## config.mk

```make
export PLATFORM = sky130hd
export DESIGN_NAME = lzd_queue
export DESIGN_NICKNAME = d
export VERILOG_FILES = /design/src/sv/lzd_queue.sv
export SDC_FILE = /design/constraint.sdc
export NUM_CORES = 1
export LEC_CHECK = 0
export ABC_AREA = 1
export BUFFER_PORTS_ARGS = -buffer_cell sky130_fd_sc_hd__buf_4
export CAP_MARGIN = 0
export CORE_MARGIN = 5
export CORE_UTILIZATION = 30
export DETAILED_ROUTE_END_ITERATION = 10
export PLACE_DENSITY = 0.48
export SYNTH_ARGS = -nofsm -noshare
export SYNTH_HDL_FRONTEND = slang
export SYNTH_SLANG_ARGS = --single-unit
export TNS_END_PERCENT = 10
```

## constraint.sdc

```tcl
create_clock -name clk_i -period 1.6 [get_ports clk_i]
set_input_delay 0.32 -clock clk_i [delete_from_list [all_inputs] [get_ports clk_i]]
set_output_delay 0.32 -clock clk_i [all_outputs]
set_load 0.005 [all_outputs]
```

## src/sv/lzd_queue.sv

```systemverilog
// Small job queue between the decoder front and back.
// Generic over the job type; no package dependencies.
module lzd_queue #(
  parameter type         job_t = logic,
  parameter int unsigned DEPTH = 4
) (
  input  logic clk_i,
  input  logic rst_ni,
  input  logic push_i,
  input  job_t data_i,
  output logic full_o,
  input  logic pop_i,
  output job_t data_o,
  output logic empty_o
);

  localparam int unsigned PW = (DEPTH > 1) ? $clog2(DEPTH) : 1;
  localparam int unsigned CW = $clog2(DEPTH + 1);

  job_t          slots_q [DEPTH];
  logic [PW-1:0] wr_ptr_q, rd_ptr_q;
  logic [CW-1:0] cnt_q;
  logic          do_push, do_pop;

  assign full_o  = (cnt_q == CW'(DEPTH));
  assign empty_o = (cnt_q == '0);
  assign data_o  = slots_q[rd_ptr_q];
  assign do_push = push_i && !full_o;
  assign do_pop  = pop_i && !empty_o;

  always_ff @(posedge clk_i or negedge rst_ni) begin
    if (!rst_ni) begin
      wr_ptr_q <= '0;
      rd_ptr_q <= '0;
      cnt_q    <= '0;
    end else begin
      if (do_push) begin
        wr_ptr_q <= (wr_ptr_q == PW'(DEPTH - 1)) ? '0 : wr_ptr_q + PW'(1);
      end
      if (do_pop) begin
        rd_ptr_q <= (rd_ptr_q == PW'(DEPTH - 1)) ? '0 : rd_ptr_q + PW'(1);
      end
      if (do_push && !do_pop) begin
        cnt_q <= cnt_q + CW'(1);
      end else if (do_pop && !do_push) begin
        cnt_q <= cnt_q - CW'(1);
      end
    end
  end

  always_ff @(posedge clk_i) begin
    if (do_push) begin
      slots_q[wr_ptr_q] <= data_i;
    end
  end

endmodule

```

# After elaboration in Yosys (flattened, before gate mapping)
# Memories as Yosys holds them, arrays and structs flattened.
# Cells that the tools add are included.
[classes]
addsub = 4
reduce_logical = 10
muxes = 6
eq_ne = 3
[ops]
columns = ["op", "count"]
rows = [
  ["$mux 3", 2],
  ["$add 2x1->2 const B", 2],
  ["$eq 2x2->1 const B", 2],
  ["$logic_and 1x1->1", 4],
  ["$logic_not 1->1", 4],
  ["$mux 2", 2],
  ["$add 3x1->3 const B", 1],
  ["$eq 3x3->1 const B", 1],
  ["$logic_not 3->1", 1],
  ["$sub 3x1->3 const B", 1],
  ["$mux 1", 2],
  ["$reduce_bool 2->1", 1],
]
[totals]
ram_bits = 4
n_memories = 1
ff_bits = 7
output_inout_bits = 3
in_bits = 5
[memory_table]
columns = ["name", "words", "width", "rd", "rd_clocked_by_memory_dff", "wr", "line_no", "rtl"]
rows = [
  ["slots_q", 4, 1, 1, 0, 1, "20", "job_t slots_q [DEPTH];"],
]

# Logic depth before layout (Yosys ltp)
# Gate-level depths: netlist of the first run.
[logic_depth]
depth_word = 7
ltp_mapped = 12
mapped_depth_nobuf = 12

# Worst setup path after synthesis of the first run
# No wires, ideal clock.
[synth_path]
kind = "register to register"
startpoint = "reg cnt_q[0]"
endpoint = "reg cnt_q[1]"
path_slack_ns = -0.063
path_buffers = 0
t_required_ns = 1.473
path_stages_with_launch = 10
t_arrival_ns = 1.536
cell_sequence = "dfrtp_1 -> inv_1 -> nand3_2 -> nand2_4 -> inv_1 -> ha_1 -> inv_1 -> fa_1 -> nand2_1 -> o21ai_0"
[synth_between]
elab_chain_len = 6
elab_cells_between_ends = 15
cone_classes = "add/sub (2); eq/ne (1); mux (2); reduce/logical (10)"
[synth_rtl]
columns = ["element", "line_no", "rtl"]
rows = [
  ["start, declared", "22", "logic [CW-1:0] cnt_q;"],
  ["start signal, assigned", "44", "cnt_q <= cnt_q + CW'(1);"],
  ["start signal, assigned", "46", "cnt_q <= cnt_q - CW'(1);"],
  ["$eq 3x3->1 (*)", "25", "assign full_o = (cnt_q == CW'(DEPTH));"],
  ["$logic_not 1->1 (*)", "28", "assign do_push = push_i && !full_o;"],
  ["$logic_and 1x1->1 (*)", "28", ""],
  ["via do_push", "23", "logic do_push, do_pop;"],
  ["$logic_not 1->1", "45", "end else if (do_pop && !do_push) begin"],
  ["$logic_and 1x1->1", "45", ""],
  ["$reduce_bool 2->1 (no line)", "-", ""],
]
# The timed path passes the listed nets; every way through them passes the cells marked *. The select of a mux whose other input is x is not followed.
# A chain may end at the register's enable or synchronous reset.

# Worst setup path in the final report of the first run
[layout_path]
startpoint = "reg cnt_q[1]"
endpoint = "reg cnt_q[1]"
[layout_between]
elab_chain_len = 6
elab_cells_between_ends = 15
cone_classes = "add/sub (2); eq/ne (1); mux (2); reduce/logical (10)"
[layout_rtl]
columns = ["element"]
rows = [
  ["branches (longest 6 deep; another with $sub 3x1->3)"],
]
# Several ways; the timed one is not identified. The select of a mux whose other input is x is not followed.

==> results of run 1 <==
per-layer routing:
layer | vias up | part of all wire | GRT usage
li1 | 264 | - | -
met1 | 213 | 0.51 | 0.109
met2 | 6 | 0.44 | 0.124
met3 | 2 | 0.027 | 0.0418
met4 | 0 | 0.017 | 0.0508
met5 | - | 0 | 0
worst reg2reg max path: cells and delay by family, from the launching register on:
family / cells / cell delay, ps
adders and majority gates: 2 / 650
and+or+nand+nor: 3 / 250
buffers and inverters: 2 / 140
AOI/OAI and AO/OA: 1 / 80
DFF: 1 / 400
synthesized netlist by cell type, drive strengths merged:
cell type | count | area (um^2)
nand4 | 1 | 6.26
edfxtp | 4 | 120
ha | 6 | 75.1
nor2 | 6 | 22.5
dfrtp | 7 | 175
nand2 | 18 | 77.6
xnor2 | 1 | 8.76
inv | 17 | 63.8
or2 | 1 | 6.26
o211ai | 1 | 7.51
a21oi | 1 | 5.00
nand3 | 7 | 45.0
fa | 1 | 20.0
o21ai | 1 | 5.00
final cells by class:
| cell class | count | share of cell area |
|---|---|---|
| Timing Repair Buffer | 18 | 0.158 |
| Inverter | 17 | 0.0761 |
| Multi-Input combinational cell | 44 | 0.358 |
| Sequential cell | 11 | 0.339 |
| Tap cell | 27 | 0.0388 |
| Clock buffer | 4 | 0.0302 |
sequential cells by signal, indices dropped and copies added, names as in the netlist:
name      flops
rd_ptr_q      2
cnt_q         3
slots_q       4
wr_ptr_q      2
timing repair:
item,CTS,global route
buffers inserted,1,2
hold buffers,1,0
pin swaps,4,8
hold endpoints to repair,7,0
endpoints found under the setup margin,2,2
resized for setup,5,5
cloned,0,0
power by group:
part	internal [mW]	switching, mW
clock network	0.0965	0.0986
registers	0.407	0.108
logic	0.426	0.413
worst max path at each step:
| stage | start | endpoint | cells after the start |
|---|---|---|---|
| 3_3_place_gp | cnt_q[2]$_DFFE_PN0P_ | cnt_q[2]$_DFFE_PN0P_ | 10 |
| 5_1_grt | cnt_q[0]$_DFFE_PN0P_ | cnt_q[2]$_DFFE_PN0P_ | 10 |
| 6_report | cnt_q[1]$_DFFE_PN0P_ | cnt_q[1]$_DFFE_PN0P_ | 8 |
| 4_1_cts | cnt_q[2]$_DFFE_PN0P_ | cnt_q[2]$_DFFE_PN0P_ | 10 |
| 2_1_floorplan | cnt_q[0]$_DFFE_PN0P_ | cnt_q[2]$_DFFE_PN0P_ | 11 |
| 3_5_place_dp | cnt_q[2]$_DFFE_PN0P_ | cnt_q[2]$_DFFE_PN0P_ | 10 |
cells by family (layout without fill, tap and decap cells):
family | count (synthesis) | count (layout)
AOI/OAI and AO/OA | 3 | 3
xor gates and xnor gates | 1 | 1
DFF | 11 | 11
buffers and inverters | 17 | 39
and+or+nand+nor | 33 | 33
adders and majority gates | 7 | 7
stage by stage:
step	utilization	cell area, um^2	total power, mW	std cells
2_1_floorplan	-	648	0.975	72
3_3_place_gp	0.393	787	1.25	113
3_5_place_dp	0.393	787	1.26	113
4_1_cts	0.423	846	1.51	119
5_1_grt	0.435	871	1.73	121
6_report	0.435	871	1.55	121
==> impl_summary.txt, run 1 <==
----------------------------------------------------
[Critical path]
  Data required, critical path ... around 1800 ps
  Arrival time worst endpoint ... about 1800 ps
  Slowest cell on the critical path ... sky130_fd_sc_hd__fa_2
  Worst path max stage delay ... 510 ps
  Critical-path maximum fanout ... 3
  FF-to-FF Start ... cnt_q[1]$_DFFE_PN0P_
  Worst Reg2Reg Path Length in Cells ... 8
  Cell occurring most often along the worst timing path ... sky130_fd_sc_hd__inv_2
  Buf+Inv Stages, Crit Path ... 2
  Nature of the critical path endpoint ... flop
  Cell Chain, Critical Path ... inv_2, nand3_2, nand2_2, ha_4, inv_2, fa_2, nand2_1, o21ai_1
  Critical R2R Capture ... cnt_q[1]$_DFFE_PN0P_
  Top delay family on crit path ... adder cells
  Setup slack of the worst register-to-register path ... 7 ps
  Sort of element at the start of the critical path ... flop
  Crit Path Category ... reg2reg

[Hold path]
  Path category of the worst min-delay check ... in2reg
  Worst hold stages ... 1
  Worst min-delay path startpoint ... data_i
  Worst hold endpoint ... slots_q[3]$_DFFE_PP_

[Synth]
  Share of synthesized cell area in and, or, nand and nor gates ... 0.247
  Combinational family with the most area after synthesis ... simple AND/OR/NAND/NOR gates
  Synthesized area per cell ... between 8 and 9 um^2
  Syn Inst Count ... 72
  Synthesized cell area ... 638 um^2
  Net count after synthesis ... 84
  Proportion of synthesized area in mux cells ... 0
  Fraction of the yosys area taken by sequential cells ... 0.463
  Synth Area in Adders ... 0.149
  Synthesis warning total ... 0
  Count of cell types in the netlist ... 17
  XOR/XNOR Fraction of Synth Area ... 0.0137
  Synthesis-stage register bit count ... 11
  Synthesized-area fraction occupied by ao, oa, aoi and oai cells ... 0.0275

[Outcome]
  Run status ... complete, no violations

[CTS]
  Number of CTS-inserted buffers ... 3
  H-tree Lvls ... 1
  Total number of clock tree sinks ... 11
  Later-pin clock latency in the skew report ... 270 ps
  Worst-case clock buffer depth ... 2
  Clock tree from TritonCTS ... done
  Clock root buffer ... sky130_fd_sc_hd__clkbuf_4
  Clock transition at the registers of the reported paths ... 70 ps

[GRT]
  Total routing usage reported by global routing ... 0.0881
  Maximum number of pins on one net before global-route repair ... 8
  First-pass GRT wire length ... 2130 um
  Antenna violations before repair ... 0
  Vias in the first global route ... 491
  Sum of overflow across all layers after global routing ... 0

[Cells and area]
  Reg area ... 295 um^2
  Multi-input logic area ... 312 um^2
  Layout Area Growth over Synthesis ... 36.5%
  Most common cell after layout, fill and taps aside ... sky130_fd_sc_hd__buf_4
  Fraction of layout cells with a size suffix above 1 ... 0.372
  Top library cells by usage in the layout, fill and taps aside ... 17 x sky130_fd_sc_hd__buf_4, 14 x sky130_fd_sc_hd__nand2_1, 11 x sky130_fd_sc_hd__inv_1
  Count of nets after finishing ... 107
  Antenna Cells ... 0
  Layout filler cell count ... 223

[STA]
  Total count of hold-check failures in the final report ... 0
  Final min period ... 1590 ps
  Setup TNS ... 0 ps
  Worst rel slew slack ... 0.864
  Endpoints failing setup ... 0
  Final clock skew ... 9.91 ps
  Unrepaired setup endpoints after global routing ... true
  Worst Hold Slack ... 256 ps
  Final worst path period share ... 0.995
  Tightest Pin Transition ... 204 ps
  FMAX ... 628 MHz
  Count of pins over their slew limit ... 0
  Worst setup margin ... about 7.5 ps

[Die]
  Initial standard-cell utilization of the core ... 0.319
  Die area ... between 0.003 and 0.004 mm^2
  Number of core rows ... 16
  Area of the core region ... approximately 0.002 mm^2
  Die boundary height ... 56.1 um
  IO Pins ... 8
  X dimension of the die ... between 50 and 60 um

[Detailed routing]
  ANT nets after route ... 0
  Post-route DRC violation count ... 0
  Detailed Route WL ... 1140 um
  Iter 0 DRT Violations ... 4
  Average vias per placed instance ... 4.01
  Overall via count from detail_route ... 485
  First-pass iteration count of the detailed router ... 4
  Average detailed-routed wire length per instance ... 9.45 um

[Power]
  Worst VDD drop ... 992 uV
  Power Density ... 1780 mW/mm^2
  Pleak ... 0.447 nW

[Placement]
  Hpwl dp ... 851 um
  Routability Congestion ... 0.721
  PortBufs ... 7
  Post-Place Worst Slack ... -85.2 ps

[Run]
  Max-cap check violation count ... 0

----------------------------------------------------
Power figures use the tool's default switching activity.
==> run 2, diff against run 1 <==
Settings changed: REMOVE_ABC_BUFFERS set to 1.
==> run 2 against run 1 <==
The flow now finishes with violations (setup timing). Power grew 2.7%. Clock-buffer cell count is the same. Critical path depth increased by 2. Sequential power about the same. Combinational power increased by 5.2%. Largest power group unchanged. Highest routed layer unchanged.
==> impl_summary.txt, run 2 (same netlist as run 1, synthesis figures left out) <==
----------------------------------------------------
[Power]
  Switch Pwr ... 639 uW
  Portion of total power attributed to combinational logic ... 0.555
  Switching fraction of total power ... 0.402
  Internal Dissipation ... around 950 uW
  Proportion of power drawn by the clock network ... 0.119
  Power Density ... 1800 mW/mm^2
  Pleak ... 0.450 nW
  Worst VDD drop ... 809 uV
  Relative contribution of sequential cells to total power ... 0.326

[Die]
  Die area ... around 0.0031 mm^2
  Area of the core region ... 0.00200 mm^2
  Initial standard-cell utilization of the core ... 0.319
  Die boundary height ... 56.1 um
  X dimension of the die ... 56.1 um
  IO Pins ... 8
  Number of core rows ... 16

[STA]
  Final worst path period share ... 1.01
  Endpoints failing setup ... 1
  Count of pins over their slew limit ... 0
  Worst setup margin ... -13.5 ps
  Final clock skew ... roughly 3 ps
  Worst rel slew slack ... 0.876
  Total count of hold-check failures in the final report ... 0
  Tightest Pin Transition ... 186 ps
  Unrepaired setup endpoints after global routing ... true
  Final min period ... 1610 ps
  FMAX ... 620 MHz

[Detailed routing]
  ANT nets after route ... 0
  First-pass iteration count of the detailed router ... 4
  Detailed Route WL ... 1170 um
  Overall via count from detail_route ... 509
  Post-route DRC violation count ... 0
  Average detailed-routed wire length per instance ... slightly below 10 um
  Average vias per placed instance ... about 4.2
  Iter 0 DRT Violations ... 7

[Cells and area]
  Largest register by flop count ... slots_q
  Largest registers ... slots_q (4), cnt_q (3)
  Fraction of layout cells with a size suffix above 1 ... 0.372
  Fraction of the core area covered by cells at the end of the flow ... 0.442
  Most common cell after layout, fill and taps aside ... sky130_fd_sc_hd__buf_4
  Layout Area Growth over Synthesis ... 38.6%
  Antenna Cells ... 0
  Number of flip-flops under the largest register name ... 4
  Top library cells by usage in the layout, fill and taps aside ... 17 x sky130_fd_sc_hd__buf_4, 14 x sky130_fd_sc_hd__nand2_1, 12 x sky130_fd_sc_hd__inv_1
  Count of non-filler cells in the finished layout ... between 100 and 150
  Count of nets after finishing ... 107

[CTS]
  Number of CTS-inserted buffers ... 3
  Later-pin clock latency in the skew report ... approximately 260 ps
  Clock transition at the registers of the reported paths ... around 70 ps
  Worst-case clock buffer depth ... 2
  Clock root buffer ... sky130_fd_sc_hd__clkbuf_4
  Clock tree from TritonCTS ... done
  Total number of clock tree sinks ... 11
  H-tree Lvls ... 1

[Outcome]
  Violations in the final reports ... setup timing
  Run status ... finished with violations

[Critical path]
  Critical-path maximum fanout ... 3
  Critical R2R Capture ... cnt_q[2]$_DFFE_PN0P_
  FF-to-FF Start ... cnt_q[2]$_DFFE_PN0P_
  Worst Reg2Reg Path Length in Cells ... 10
  Nature of the critical path endpoint ... flop
  Arrival time worst endpoint ... 1770 ps
  Data required, critical path ... around 1800 ps
  Setup slack of the worst register-to-register path ... -10 ps
  Sort of element at the start of the critical path ... flop
  Crit Path Category ... reg2reg

[GRT]
  Antenna violations before repair ... 0
  First-pass GRT wire length ... between 2000 and 2500 um
  Vias in the first global route ... approximately 460
  Sum of overflow across all layers after global routing ... 0
  Maximum number of pins on one net before global-route repair ... 8
  Total routing usage reported by global routing ... 0.0822

[Placement]
  PortBufs ... 7
  Number of cells after detailed placement ... 113
  Routability Congestion ... about 0.70
  Hpwl dp ... ~900 um

[Hold path]
  Path category of the worst min-delay check ... in2reg
  Worst min-delay path startpoint ... data_i
  Worst hold stages ... 1
  Worst hold endpoint ... slots_q[3]$_DFFE_PP_

[Run]
  Max-cap check violation count ... 0

----------------------------------------------------
## run 2: worst max-delay path by stage
stage / start / to / slack [ps]
5_1_grt: cnt_q[2]$_DFFE_PN0P_ / cnt_q[1]$_DFFE_PN0P_ / -100
2_1_floorplan: cnt_q[0]$_DFFE_PN0P_ / cnt_q[1]$_DFFE_PN0P_ / -60
6_report: cnt_q[2]$_DFFE_PN0P_ / cnt_q[2]$_DFFE_PN0P_ / -10
3_3_place_gp: cnt_q[1]$_DFFE_PN0P_ / cnt_q[1]$_DFFE_PN0P_ / -50
3_5_place_dp: cnt_q[1]$_DFFE_PN0P_ / cnt_q[1]$_DFFE_PN0P_ / -80
4_1_cts: cnt_q[1]$_DFFE_PN0P_ / cnt_q[1]$_DFFE_PN0P_ / 6
## run 2: power groups by stage
stage	clock network [mW]	registers [mW]	logic [mW]
CTS	0.198	0.514	0.809
floorplan	0	0.497	0.449
detailed placement	0	0.508	0.727
global route	0.218	0.534	1.01
global placement	0	0.504	0.714
finish	0.189	0.518	0.883
## run 2: layer usage
layer,vias up,global-route usage,share of wire
li1,266,-,-
met1,237,0.110,0.47
met2,4,0.117,0.49
met3,2,0.0209,0.024
met4,0,0.0508,0.011
met5,-,0,0
## run 2: cell type report
cell class / count / area [um^2]
clock buffer: 4 / 26.3
multi-input combinational: 44 / 324
tap: 27 / 33.8
inverter: 17 / 66.3
sequential: 11 / 297
timing repair buffer: 18 / 138
fill: 201 / 1120
## run 2: through the flow
step           power (mW)  setup WS, ps  TNS (ps)  cell area (um^2)  hold slack [ps]
2_1_floorplan       0.946         -62.9     -84.1               638             24.4
3_3_place_gp         1.22         -46.1     -65.9               777              145
3_5_place_dp         1.23         -81.2      -162               777              143
4_1_cts              1.52          5.77         0               848              249
5_1_grt              1.76          -103      -196               885              237
6_report             1.59         -13.5     -13.5               885              255
## run 2: repair_timing
item                       CTS  global route
hold buffers                 1             0
pin swaps                    0             8
hold endpoints to repair     7             0
setup endpoints to repair    2             3
resized for setup           10             7
buffers inserted             1             2
## run 2: worst max-delay path: stages (launching register included)
cell,delay [ps]
sky130_fd_sc_hd__dfrtp_1,430
sky130_fd_sc_hd__inv_2,100
sky130_fd_sc_hd__nand3_4,70
sky130_fd_sc_hd__nand2_4,90
sky130_fd_sc_hd__ha_4,150
sky130_fd_sc_hd__inv_4,40
sky130_fd_sc_hd__fa_2,380
sky130_fd_sc_hd__nand2_2,90
sky130_fd_sc_hd__nand3_2,50
sky130_fd_sc_hd__nand2_1,60
sky130_fd_sc_hd__nand2_1,50
